## src/rtl/core/rsa_pkg.sv

```systemverilog
// Shared types, constants and codes of the region sector allocator.
package rsa_pkg;

    localparam int MAX_SECTORS  = 4096;
    localparam int SECT_W       = $clog2(MAX_SECTORS);
    localparam int END_W        = SECT_W + 1;
    localparam int SLOT_COUNT   = 1024;
    localparam int SLOT_W       = $clog2(SLOT_COUNT);
    localparam int SECTOR_BYTES = 4096;
    localparam int SECTOR_SHIFT = $clog2(SECTOR_BYTES);
    localparam int HDR_BYTES    = 5;
    localparam int ROW_BITS     = 256;
    localparam int ROW_CNT      = MAX_SECTORS / ROW_BITS;
    localparam int ROW_W        = $clog2(ROW_CNT);
    localparam int COL_W        = $clog2(ROW_BITS);
    localparam int CHUNK        = 8;
    localparam int CHUNK_W      = $clog2(ROW_BITS / CHUNK);
    localparam int LEN_W        = 20;
    localparam int NEED_W       = 8;
    localparam int LF_W         = 24;

    // Function codes
    localparam logic [1:0] FN_LOAD   = 2'd0;
    localparam logic [1:0] FN_LOOKUP = 2'd1;
    localparam logic [1:0] FN_WRITE  = 2'd2;

    // Status codes
    localparam logic [3:0] ST_LOADED    = 4'd0;
    localparam logic [3:0] ST_REJECTED  = 4'd1;
    localparam logic [3:0] ST_ABSENT    = 4'd2;
    localparam logic [3:0] ST_PRESENT   = 4'd3;
    localparam logic [3:0] ST_IN_PLACE  = 4'd4;
    localparam logic [3:0] ST_REUSED    = 4'd5;
    localparam logic [3:0] ST_APPENDED  = 4'd6;
    localparam logic [3:0] ST_FULL      = 4'd7;
    localparam logic [3:0] ST_TOO_LARGE = 4'd8;

    typedef struct packed {
        logic [1:0]        func;
        logic [SLOT_W-1:0] slot;
        logic [NEED_W-1:0] need;
        logic              too_large;
        logic [LF_W-1:0]   lf;
        logic [7:0]        lc;
    } rsa_item_t;

    typedef struct packed {
        logic [3:0]        status;
        logic [SECT_W-1:0] run_start;
        logic [7:0]        run_length;
    } rsa_res_t;

endpackage

```

## src/rtl/core/rsa_front.sv

```systemverilog
// Front end: accepts words, sizes the write run and queues decoded items.
module rsa_front (
    input  logic                clk,
    input  logic                rst_n,
    input  logic                push,
    output logic                full,
    input  logic [1:0]          func,
    input  logic [4:0]          slot_x,
    input  logic [4:0]          slot_z,
    input  logic [19:0]         payload_length,
    input  logic [23:0]         load_first_sector,
    input  logic [7:0]          load_sector_count,
    input  logic                clearing,
    output logic                q_valid,
    output rsa_pkg::rsa_item_t  q_item,
    input  logic                q_pop
);

    rsa_pkg::rsa_item_t ent_reg [2];
    logic               wp_reg, wp_next;
    logic               rp_reg, rp_next;
    logic [1:0]         cnt_reg, cnt_next;
    logic [20:0]        len_sum;
    logic [8:0]         need9;
    rsa_pkg::rsa_item_t item_in;
    logic               do_push, do_pop;

    // Size the run: ceil((len + header) / sector)
    assign len_sum = {1'b0, payload_length}
                   + 21'(rsa_pkg::HDR_BYTES + rsa_pkg::SECTOR_BYTES - 1);
    assign need9   = len_sum[20:rsa_pkg::SECTOR_SHIFT];

    always_comb
    begin
        item_in.func      = func;
        item_in.slot      = {slot_z, slot_x};
        item_in.need      = need9[7:0];
        item_in.too_large = need9[8];
        item_in.lf        = load_first_sector;
        item_in.lc        = load_sector_count;
    end

    assign full    = (cnt_reg == 2'd2) || clearing;
    assign do_push = push && !full;
    assign q_valid = (cnt_reg != 2'd0);
    assign do_pop  = q_pop && q_valid;
    assign q_item  = ent_reg[rp_reg];

    // Advance queue pointers
    always_comb
    begin
        wp_next  = do_push ? ~wp_reg : wp_reg;
        rp_next  = do_pop ? ~rp_reg : rp_reg;
        cnt_next = cnt_reg + {1'b0, do_push} - {1'b0, do_pop};
    end

    always_ff @(posedge clk or negedge rst_n)
    begin
        if (!rst_n)
        begin
            wp_reg  <= 1'b0;
            rp_reg  <= 1'b0;
            cnt_reg <= 2'd0;
        end
        else
        begin
            wp_reg  <= wp_next;
            rp_reg  <= rp_next;
            cnt_reg <= cnt_next;
        end
    end

    // Store the pushed word
    always_ff @(posedge clk)
    begin
        if (do_push)
        begin
            ent_reg[wp_reg] <= item_in;
        end
    end

endmodule

```

## config.mk

```make
export PLATFORM = sky130hd
export DESIGN_NAME = rsa_front
export DESIGN_NICKNAME = d
export VERILOG_FILES = /design/src/rtl/core/rsa_pkg.sv /design/src/rtl/core/rsa_front.sv
export SDC_FILE = /design/constraint.sdc
export NUM_CORES = 1
export LEC_CHECK = 0
export ABC_AREA = 0
export BUFFER_PORTS_ARGS = -buffer_cell sky130_fd_sc_hd__buf_2
export CAP_MARGIN = 25
export CORE_ASPECT_RATIO = 1.2
export CORE_MARGIN = 5
export CORE_UTILIZATION = 46
export CTS_CLUSTER_SIZE = 8
export DETAILED_ROUTE_END_ITERATION = 8
export MAX_ROUTING_LAYER = met4
export PLACE_DENSITY = 0.81
export REMOVE_ABC_BUFFERS = 1
export SLEW_MARGIN = 10
export SYNTH_ARGS = -nofsm -noshare
export SYNTH_HDL_FRONTEND = slang
export SYNTH_SLANG_ARGS = --single-unit
```

## constraint.sdc

```tcl
create_clock -name clk -period 3.34 [get_ports clk]
set_input_delay 0.334 -clock clk [delete_from_list [all_inputs] [get_ports clk]]
set_output_delay 0.334 -clock clk [all_outputs]
set_load 0.01 [all_outputs]
```

* After elaboration in Yosys (flattened, before gate mapping) *
Memory sizes are Yosys's and may differ from the RTL's.
Cells that the tools add are included.

operators by class
  add/sub/neg operators = 3
  multiply operators = 0
  divide/modulo/power cells = 0
  order comparisons = 0
  equal/unequal tests = 1
  shift-type cells = 0
  muxes and demuxes = 2
  bitwise logic cells = 2
  reduce and logical (&&, ||, !) cells = 5

operator list
  operator                                        count
  adder 20 x 13 -> 21 bit, second input constant  1
  adder 2 x 1 -> 2 bit                            1
  == test 2 bit, second input constant            1
  logical AND 1 bit                               2
  2-to-1 mux 1 bit                                2
  NOT 1 bit                                       2
  nonzero test 2 bit                              1
  subtractor 2 x 1 -> 2 bit                       1
  zero test 1 bit                                 1
  logical OR 1 bit                                1

word-level totals
  bits in registers = 4
  bits in latches = 0
  RAM bits = 106
  ROM bits = 0
  input bits = 69
  word-level logic and storage cells = 17
  memories = 1

memories
  memory   depth  bits a word  read ports  clocked after memory_dff  wr ports  line             text
  ent_reg  2      53           1           0                         1         rsa_front.sv:19  rsa_pkg::rsa_item_t ent_reg [2];

* Depth between registers and ports, before layout *
  depth in word-level cells = 6
  mapped depth = 8

* Worst setup path after synthesis *
OpenSTA, ideal clock, no wires.

  kind = register to register
  start point = reg cnt_reg[0]
  end point = mem ent_reg[0][0] in the netlist's numbering, enable pin
  arrival = 2.923 ns
  required time = 2.876 ns
  setup slack = -0.047 ns
  cell stages (with the launch flop) = 5
  buffers on the path = 0
  clock period less this slack = 3.387 ns
  cell sequence = dfrtp_1 -> inv_1 -> a21oi_1 -> nand2_1 -> nor2_1

on the way
  word-level cells in the longest chain between the ends = 6

ends and longest elaborated chain
  item                                    line             text
  start, declared                         rsa_front.sv:22  logic [1:0] cnt_reg, cnt_next;
  start signal, assigned                  rsa_front.sv:69  cnt_reg <= cnt_next;
  == test 2 bit                           rsa_front.sv:43  assign full = (cnt_reg == 2'd2) || clearing;
  logical OR 1 bit                        rsa_front.sv:43
  zero test 1 bit                         rsa_front.sv:44  assign do_push = push && !full;
  logical AND 1 bit                       rsa_front.sv:44
  2-to-1 mux 1 bit                        rsa_front.sv:76  if (do_push)
  2-to-1 mux 1 bit (implied by the code)  rsa_front.sv:78  ent_reg[wp_reg] <= item_in;
  end, declared                           rsa_front.sv:19

No other way between the ends.

==> results.yml <==
placed_design:
  dp_hpwl_microns: 5130
  dpl_cell_area_sq_um: 4980
  place_ws_ns: 1.41
  place_inst: 446
  gp_congestion: 0.719
  port_buffers: 121
critical_path:
  crit_fanout: 28
  worst-setup-path-type: "register to output pin"
  cp.required_ns: 3.01
  start_kind: "register"
  cp.arrival_ns: 1.95
  cp_slowest_stage_delay_ns: 0.80
  crit_chain: "buf_12 > mux2_2 > buf_2"
  critPathSlowestCell: "dfrtp_2"
  worstSetupEndpointType: "output pin"
cts:
  clk_pin_slew_worst_paths_ns: 0.09
  cts_setup_buffers: 0
  insertion_delay_ns: 0.36
  clockBufferDepth: 2
  cts_root_buf: "clkbuf_8"
  clock-sinks: 110
  htreeDepth: 3
  cts_tree: "built"
  numCtsBuffers: 9
logic_synthesis:
  ys_ff_latch: 110
  synth_flop_cell: "edfxtp_1"
  ys_warn_count: 0
  synth_edf_count: 106
  syn_area_per_cell_sq_um: 20.2
  yosysUniqueCellTypes: 22
  syn_area_sq_um: 4200
  synthCells: 208
  async_flop_share_pct: 3.64
  synth-seq-area-share_pct: 78.2
route:
  antenna_left: 0
  drc_errors: 0
  drtIter0Drc: 56
  wire_per_inst_microns: 15.4
  viasPerCell: 4.78
  drtPass1Iterations: 4
  routed_wl_microns: 7120
  vias: 2211
die:
  die_y_microns: 115
  start_util_pct: 46.7
  num_io_pins: 124
  dieArea_sq_um: 11100
  rows: 38
  core_area_sq_um: 8990
  die_w_microns: 97.2
cells_and_area:
  drive_gt1_share_pct: 57.1
  final_nets: 409
  largest_reg_flops: 106
  stdcell_area_sq_um: 5150
  synthToLayoutAreaGrowth_pct: 22.7
  n_antenna_cell: 0
  final_cells: 463
grt:
  grt_max_degree: 29
  antenna_found_initial: 0
  gr-total-overflow: 0
  grt_pass1_vias: 2450
  grt_pass1_wl_microns: 11400
  grtUsageTotal_pct: 13.7
sta:
  period_minus_slack_ns: 2.29
  hold_violations: 0
  relSlewSlack_pct: 56.4
  grt_setup_unrepaired: "no"
  clock_skew_ns: 0.00696
  fmax_ghz: 0.437
  setup_viol: 0
  worst_hold_slack_ns: 0.156
  tightest_slew_ns: 0.654
  setup_ws_ns: 1.05
  finalMaxSlewViolations: 0
  fin_crit_sh_pct: 68.5
job:
  max-cap-violations: 0
pwr:
  finalPower_w: 0.00352
  irDropWorstVdd_mv: 0.418
  power_leakage_nw: 1.92
  power.density_nw_per_um2: 683
worst_hold_path:
  hp-class: "input port to register"
run_status:
  status: "finished, final reports clean"
==> worst max-delay path: cells and delay by family (launching register included) <==
kind / cells / cell delay, ns
DFF: 1 / 0.80
buffers and inverters: 2 / 0.41
muxes: 1 / 0.37
==> logic make-up (layout without fill, tap and decap cells) <==
logic type / after synthesis / after routing / share of synthesized area, %
flip-flops: 110 / 110 / 78.2
buffers and inverters: 10 / 145 / 1.16
adder cells (fa/ha/maj): 2 / 2 / 0.596
AND/OR/NAND/NOR: 14 / 14 / 2.15
multiplexers: 53 / 53 / 14.2
AO/OA/AOI/OAI: 7 / 7 / 1.13
XOR/XNOR: 12 / 12 / 2.50
==> report_power, final <==
part           total, W  switching, W  internal [W]
clock network  0.000666      0.000397      0.000269
logic           0.00102      0.000486      0.000531
registers       0.00183      0.000114       0.00172
total           0.00352      0.000997       0.00252
==> per-layer routing <==
metal	GRT usage (%)	vias to the layer above	wire length, microns
li1	-	1066	-
met1	13.5	1063	2630
met2	24.8	76	3910
met3	5.42	6	487
met4	4.49	0	86
met5	-	-	0
==> cell usage after synthesis (all sizes together), types with 2 or more instances <==
cell type | n | area (sq um)
edfxtp | 106 | 3180
mux2 | 53 | 597
xnor2 | 11 | 96.3
buf | 7 | 37.5
dfrtp | 4 | 100
inv | 3 | 11.3
nand2 | 3 | 11.3
nor2 | 3 | 11.3
and2 | 2 | 13.8
and3 | 2 | 12.5
ha | 2 | 25.0
nand4 | 2 | 18.8
o2111ai | 2 | 17.5
o211ai | 2 | 15.0
o21ai | 2 | 10.0
==> cells in the final DEF (no fill, tap or decap), types with 3 or more instances in the layout <==
master,count
buf_2,121
clkbuf_1,3
clkbuf_8,9
dfrtp_1,3
edfxtp_1,106
inv_1,3
mux2_2,53
nand2_1,3
xnor2_1,11
==> final cells by class <==
cell class | instances | area [sq um]
Clock buffer | 12 | 135
Clock inverter | 4 | 23.8
Fill cell | 723 | 3840
Inverter | 3 | 11.3
Multi-Input combinational cell | 88 | 873
Sequential cell | 110 | 3280
Tap cell | 120 | 150
Timing Repair Buffer | 126 | 671
==> path summary, 6_finish.rpt <==
kind,start,end,slack (ns),cells past startpoint
min in group asynchronous,rst_n,cnt_reg[1]$_DFF_PN0_,0.31,2
hold / removal,load_first_sector[23],ent_reg[1][31]$_DFFE_PP_,0.16,1
setup reg to reg,cnt_reg[0]$_DFF_PN0_,ent_reg[1][45]$_DFFE_PP_,1.45,4
max in group asynchronous,rst_n,rp_reg$_DFFE_PN0P_,2.90,2
hold reg to reg,cnt_reg[1]$_DFF_PN0_,cnt_reg[1]$_DFF_PN0_,0.50,1
setup / recovery,rp_reg$_DFFE_PN0P_,q_item[37],1.05,3
==> repair_timing <==
action,4_1_cts,5_1_grt
resized for setup,0,0
endpoints found under the setup margin,0,0
hold buffers,1,0
endpoints found under the hold margin,4,0
==> per-stage QoR <==
| stage | util, % | TNS [ns] |
|---|---|---|
| 6_report | 57.3 | 0 |
| 5_1_grt | 57.3 | 0 |
| 4_1_cts | 57.3 | 0 |
| 3_5_place_dp | 55.4 | 0 |
| 3_3_place_gp | 55.4 | 0 |
| 2_1_floorplan | - | -2.47 |
(Power assumes the default switching activity.)
