===== config.mk =====
export PLATFORM = sky130hd
export DESIGN_NAME = rsa_result_q
export DESIGN_NICKNAME = d
export VERILOG_FILES = /design/src/rtl/core/rsa_pkg.sv /design/src/rtl/core/rsa_result_q.sv
export SDC_FILE = /design/constraint.sdc
export NUM_CORES = 1
export LEC_CHECK = 0
export ABC_AREA = 1
export BUFFER_PORTS_ARGS = -buffer_cell sky130_fd_sc_hd__buf_2
export CORE_MARGIN = 4
export CORE_UTILIZATION = 55
export CTS_CLUSTER_SIZE = 24
export DETAILED_ROUTE_END_ITERATION = 8
export GPL_TIMING_DRIVEN = 1
export PLACE_DENSITY = 0.84
export SYNTH_ARGS = -nofsm -noshare
export SYNTH_HDL_FRONTEND = slang
export SYNTH_SLANG_ARGS = --single-unit

===== constraint.sdc =====
create_clock -name clk -period 5.9 [get_ports clk]
set_clock_uncertainty 0.2 [all_clocks]
set_input_delay 0.295 -clock clk [delete_from_list [all_inputs] [get_ports clk]]
set_output_delay 0.295 -clock clk [all_outputs]
set_load 0.05 [all_outputs]

===== src/rtl/core/rsa_pkg.sv =====
// Shared types, constants and codes of the region sector allocator.
package rsa_pkg;

    localparam int MAX_SECTORS  = 4096;
    localparam int SECT_W       = $clog2(MAX_SECTORS);
    localparam int END_W        = SECT_W + 1;
    localparam int SLOT_COUNT   = 1024;
    localparam int SLOT_W       = $clog2(SLOT_COUNT);
    localparam int SECTOR_BYTES = 4096;
    localparam int SECTOR_SHIFT = $clog2(SECTOR_BYTES);
    localparam int HDR_BYTES    = 5;
    localparam int ROW_BITS     = 256;
    localparam int ROW_CNT      = MAX_SECTORS / ROW_BITS;
    localparam int ROW_W        = $clog2(ROW_CNT);
    localparam int COL_W        = $clog2(ROW_BITS);
    localparam int CHUNK        = 8;
    localparam int CHUNK_W      = $clog2(ROW_BITS / CHUNK);
    localparam int LEN_W        = 20;
    localparam int NEED_W       = 8;
    localparam int LF_W         = 24;

    // Function codes
    localparam logic [1:0] FN_LOAD   = 2'd0;
    localparam logic [1:0] FN_LOOKUP = 2'd1;
    localparam logic [1:0] FN_WRITE  = 2'd2;

    // Status codes
    localparam logic [3:0] ST_LOADED    = 4'd0;
    localparam logic [3:0] ST_REJECTED  = 4'd1;
    localparam logic [3:0] ST_ABSENT    = 4'd2;
    localparam logic [3:0] ST_PRESENT   = 4'd3;
    localparam logic [3:0] ST_IN_PLACE  = 4'd4;
    localparam logic [3:0] ST_REUSED    = 4'd5;
    localparam logic [3:0] ST_APPENDED  = 4'd6;
    localparam logic [3:0] ST_FULL      = 4'd7;
    localparam logic [3:0] ST_TOO_LARGE = 4'd8;

    typedef struct packed {
        logic [1:0]        func;
        logic [SLOT_W-1:0] slot;
        logic [NEED_W-1:0] need;
        logic              too_large;
        logic [LF_W-1:0]   lf;
        logic [7:0]        lc;
    } rsa_item_t;

    typedef struct packed {
        logic [3:0]        status;
        logic [SECT_W-1:0] run_start;
        logic [7:0]        run_length;
    } rsa_res_t;

endpackage


===== src/rtl/core/rsa_result_q.sv =====
// Two-entry result queue toward the consumer.
module rsa_result_q (
    input  logic              clk,
    input  logic              rst_n,
    input  logic              res_push,
    input  rsa_pkg::rsa_res_t res_in,
    output logic              res_full,
    output logic              empty,
    input  logic              pop,
    output rsa_pkg::rsa_res_t res_out
);

    rsa_pkg::rsa_res_t ent_reg [2];
    logic              wp_reg, wp_next;
    logic              rp_reg, rp_next;
    logic [1:0]        cnt_reg, cnt_next;
    logic              do_push, do_pop;

    assign res_full = (cnt_reg == 2'd2);
    assign empty    = (cnt_reg == 2'd0);
    assign do_push  = res_push && !res_full;
    assign do_pop   = pop && !empty;
    assign res_out  = ent_reg[rp_reg];

    always_comb
    begin
        wp_next  = do_push ? ~wp_reg : wp_reg;
        rp_next  = do_pop ? ~rp_reg : rp_reg;
        cnt_next = cnt_reg + {1'b0, do_push} - {1'b0, do_pop};
    end

    always_ff @(posedge clk or negedge rst_n)
    begin
        if (!rst_n)
        begin
            wp_reg  <= 1'b0;
            rp_reg  <= 1'b0;
            cnt_reg <= 2'd0;
        end
        else
        begin
            wp_reg  <= wp_next;
            rp_reg  <= rp_next;
            cnt_reg <= cnt_next;
        end
    end

    // Hold the result word
    always_ff @(posedge clk)
    begin
        if (do_push)
        begin
            ent_reg[wp_reg] <= res_in;
        end
    end

endmodule


# Word level (Yosys, flattened, before mapping)
# Memories as Yosys holds them, arrays and structs flattened.
# Cells that the tools add are included.
[totals] mem_count=1 ram_bits=48 register_bits=4 output_inout_bits=26 word_cells=16 input_bits=28
[op_classes] n_mux=2 n_eq_ne=1 addsub=2 bitwise=2 reduce_logical=5
[mem_list] memory="ent_reg" depth=2 width=24 read_ports=1 rd_ports_with_merged_regs=0 write_ports=1 line="rsa_result_q.sv:13" rtl="rsa_pkg::rsa_res_t ent_reg [2];"
[ops] cell="2-bit by 1-bit adder with 2-bit output" count=1
[ops] cell="2-bit equality test, second input constant" count=1
[ops] cell="1-bit logical AND" count=2
[ops] cell="1-bit zero test" count=2
[ops] cell="2-bit zero test" count=1
[ops] cell="1-bit two-way mux" count=2
[ops] cell="1-bit NOT" count=2
[ops] cell="2-bit by 1-bit subtractor with 2-bit output" count=1

# Logic depth before layout (Yosys ltp)
[depth] word_depth=5 ltp_mapped=10 ltp_nobuf=10

# Least setup slack after synthesis
# Ideal clock, no wire load.
[synth_timing] kind="register to register" startpoint="register cnt_reg[1]" endpoint="memory ent_reg[1][0] (netlist bit), enable pin" period_less_slack_ns=2.187 stages_incl_launch_ff=4 required_ns=5.295 arrival_time_ns=1.582 setup_slack_ns=3.713 setup_ns=0.405 n_path_buf=0 cell_sequence="dfrtp_1 nand2_1 nand2_1 nor2_1"
[synth_via] elab_chain_cells=5
[synth_rtl] element="start: declaration" line="rsa_result_q.sv:16" rtl="logic [1:0] cnt_reg, cnt_next;"
[synth_rtl] element="start signal: assignment" line="rsa_result_q.sv:44" rtl="cnt_reg <= cnt_next;"
[synth_rtl] element="2-bit equality test" line="rsa_result_q.sv:19" rtl="assign res_full = (cnt_reg == 2'd2);"
[synth_rtl] element="1-bit zero test" line="rsa_result_q.sv:21" rtl="assign do_push = res_push && !res_full;"
[synth_rtl] element="1-bit logical AND" line="rsa_result_q.sv:21"
[synth_rtl] element="1-bit two-way mux" line="rsa_result_q.sv:51" rtl="if (do_push)"
[synth_rtl] element="1-bit two-way mux (implied by the code)" line="rsa_result_q.sv:53" rtl="ent_reg[wp_reg] <= res_in;"
[synth_rtl] element="end: declaration" line="rsa_result_q.sv:13"
# Every way passes these cells.

==> impl.org <==
** Die
- Row Count :: 21
- For this configuration, the core starts out at a cell density of 0.585.
- Chip width :: roughly 68 microns
- Core outline area :: 3420 sq um
- Pin placement for this block handled 54 I/O pins.
- Die Ht :: a little under 70 microns
- Total die area :: 4660 sq um

** Routing
- Once detail routing completed, the nets flagged for antenna violations numbered 0.
- Post-route DRC :: 0
- In the detailed route, the total length drawn on met3 is 238 microns.
- Total number of vias :: 1,341
- Final wirelength :: 3610 microns
- In the detailed route, the total length drawn on met2 is roughly 1900 microns.
- Metal1 wirelength :: ~1400 microns
- Signal routing reaches up to met4.
- Wire per inst :: 12.6 microns
- The pre-antenna-repair detailed-routing pass consisted of 4 iterations.
- Iteration-0 DRC count of the detailed router :: 45
- Mean number of vias per cell :: 4.67

** CTS
- The clock passes through at most 2 buffers.
- CTS clock-pin slew for the worst setup and hold paths :: 0.13 ns
- Total number of clock tree sinks :: 52
- Clock latency on the worst-skew pair :: around 0.35 ns
- TritonCTS built the clock tree.
- Cell at the root of the clock tree :: clkbuf_4
- Number of levels in the clock H-tree :: 2
- TritonCTS buffer count :: 5

** Placement
- Pre-CTS setup slack :: 3.78 ns
- At the end of routability-driven placement, the weighted congestion stood at 0.803.
- Post-DP HPWL :: 2200 microns
- The count of buffers added on input and output ports is 53.
- Number of cells after detailed placement :: 253

** Timing
- Setup violations remaining at the end of the flow were counted as 0.
- The final number of max-transition violations was 0.
- Setup repair after global routing left no endpoint under its margin.
- The number of endpoints with negative hold slack in the final report was 0.
- Slew of the pin with the lowest slew margin :: 1.19 ns
- Headroom to the max-slew limit :: 0.206
- Post-layout minimum cycle time :: approximately 2.4 ns
- In the finished design, the share of the clock period the worst path needs comes to 0.409.
- Maximum clock frequency :: slightly above 0.4 GHz
- In the post-route analysis, the smallest setup slack over all paths is 3.48 ns.
- Post-route setup TNS :: 0 ns
- Worst hold-check slack :: 0.0126 ns

** Final layout
- In the final layout, the share of cells above drive strength 1 is 0.249.
- Number of nets in the layout :: between 200 and 300
- The register with the most flip-flops in the layout has between 40 and 50 of them.
- Antenna diodes :: 0
- Leaving out filler cells and counting taps, the final layout contains 287.
- Summing all flip-flop and latch instances after layout gives 1540 sq um.
- Fill cells :: approximately 230
- In the final layout, the multi-input gates occupy 365 sq um.
- From synthesis to final layout, the design area changed by 29.3%.

** Synthesis
- Yosys printed 0 warnings.
- The commonest cells after synthesis are nand2_1 (85), edfxtp_1 (48), inv_1 (10), dfrtp_1 (4).
- Of the total synthesized cell area, the portion taken by full adders, half adders and majority gates is 0.0125.
- Flip-flop and latch count after synthesis :: 52
- After synthesis, the largest family of logic cells by area is simple AND/OR/NAND/NOR gates.
- Yosys mapped a number of flops with a built-in enable equal to 48.
- Gate count after technology mapping :: 159
- The share of the Yosys chip area taken by registers is 0.771.
- Of the post-synthesis cell area, the dominant cell type holds 0.721.
- Counting flops with an async set or reset pin after synthesis yields a share of 0.0769.
- The portion of synthesized area spent on multiplexers is 0.
- Among all cell types in the netlist, the one instantiated most often is nand2_1.
- The number of nets handed over by synthesis was 189.
- Synthesis instantiated 10 different standard cells from the library.
- The biggest area contributor in the post-synthesis netlist is edfxtp_1.
- Simple-gate share of the synthesized area :: 0.169
- By area the synthesized netlist is led by edfxtp_1 (72%), nand2_1 (16%), dfrtp_1 (5.0%).
- Among all flip-flop cells after synthesis, the most frequent one is edfxtp_1.
- Syn Area/Cell :: 12.6 sq um
- The synthesized-area fraction occupied by ao, oa, aoi and oai cells is 0.
- Of the total synthesized cell area, the portion taken by XOR and XNOR cells is 0.
- After synthesis the cells add up to 2000 sq um.

** Global route
- Antenna violations before repair :: 0
- Vias in the first global route :: ~1,300
- Global routing finished with a remaining overflow of 0.
- Pin count of the biggest net entering global routing :: 27
- Wire length of the first global-routing pass :: 5630 microns
- Total Routing Usage GR :: 0.169

** Setup path
- The critical path is of the flop to output port type.
- For the worst setup path, the data required time is 5.41 ns.
- Element type at the critical path start :: flop
- Along the worst path, the maximum fanout reaches 26.
- STA classifies the critical path endpoint as an output port.
- For the worst setup path, the data arrival time is between 1.5 and 2 ns.

** Power and ir drop
- IR analysis of the VDD net gives a maximum drop of 0.421 mV.
- Static power due to leakage :: 1.18 nW
- Cell area power density :: approximately 530 nW/um^2

** Status
- The run finished with clean final reports.

** Hold path
- The min-delay analysis places its worst path in the category input pin to flop.

** Run
- Max cap viols :: 0
==> routing by layer <==
metal  global-route usage  vias to the layer above
met3               0.0460                        9
met5                    0                        -
li1                     -                      679
met1                0.181                      598
met4               0.0844                        0
met2                0.304                       55
==> worst paths after layout <==
path	cells after the start	slack, ns	endpoint	startpoint
worst min-delay path	3	0.01	wp_reg$_DFFE_PN0P_	res_push
worst min register to register	2	0.29	wp_reg$_DFFE_PN0P_	wp_reg$_DFFE_PN0P_
max in group asynchronous	2	5.31	rp_reg$_DFFE_PN0P_	rst_n
worst max register to register	3	3.79	ent_reg[1][0]$_DFFE_PP_	cnt_reg[1]$_DFF_PN0_
min in group asynchronous	2	0.06	wp_reg$_DFFE_PN0P_	rst_n
worst max-delay path	4	3.48	res_out[17]	rp_reg$_DFFE_PN0P_
==> stage by stage <==
| stage | utilization | cell area, sq um | power, mW |
|---|---|---|---|
| after floorplan | - | 2000 | 1.09 |
| after detailed placement | 0.666 | 2280 | 1.22 |
| after global routing | 0.757 | 2580 | 1.45 |
| after global placement | 0.666 | 2280 | 1.20 |
| after CTS | 0.757 | 2580 | 1.36 |
| final | 0.757 | 2580 | 1.36 |
==> cells in the final DEF (no fill, tap or decap) <==
cell type	n
clkbuf_1	2
nand2_1	85
dfrtp_1	4
nand3_1	3
ha_1	2
clkinv_1	1
inv_6	1
clkbuf_4	5
dlygate4sd3_1	26
buf_2	53
inv_1	10
nor2_2	1
edfxtp_1	48
==> logic make-up after synthesis <==
group,Yosys count
DFF,52
and+or+nand+nor,89
buffers and inverters,16
adders and majority gates,2
==> area by class of cell <==
cell class | count | area share
clock buffer | 7 | 0.0174
clock inverter | 1 | 0.00145
inverter | 11 | 0.0179
multi-input combinational | 91 | 0.141
sequential | 52 | 0.596
tap | 46 | 0.0223
timing repair buffer | 79 | 0.203
==> where the power goes <==
group	leakage (nW)	internal, mW	total, mW	switching [mW]
Sequential	0.495	0.506	0.555	0.0495
Clock	0.0269	0.0461	0.143	0.0970
Combinational	0.657	0.140	0.663	0.523
==> critical path, stage by stage, from the launching register on <==
cell,delay (ns)
dfrtp_1,0.96
inv_6,0.20
nand2_1,0.11
nand2_1,0.08
buf_2,0.22
==> what timing repair did <==
item                                   CTS  global route
setup buffers                            0             0
endpoints found under the hold margin   53             0
gates resized for setup                  0             0
hold buffers                            26             0
No activity file was read; power rests on OpenSTA's default activity.
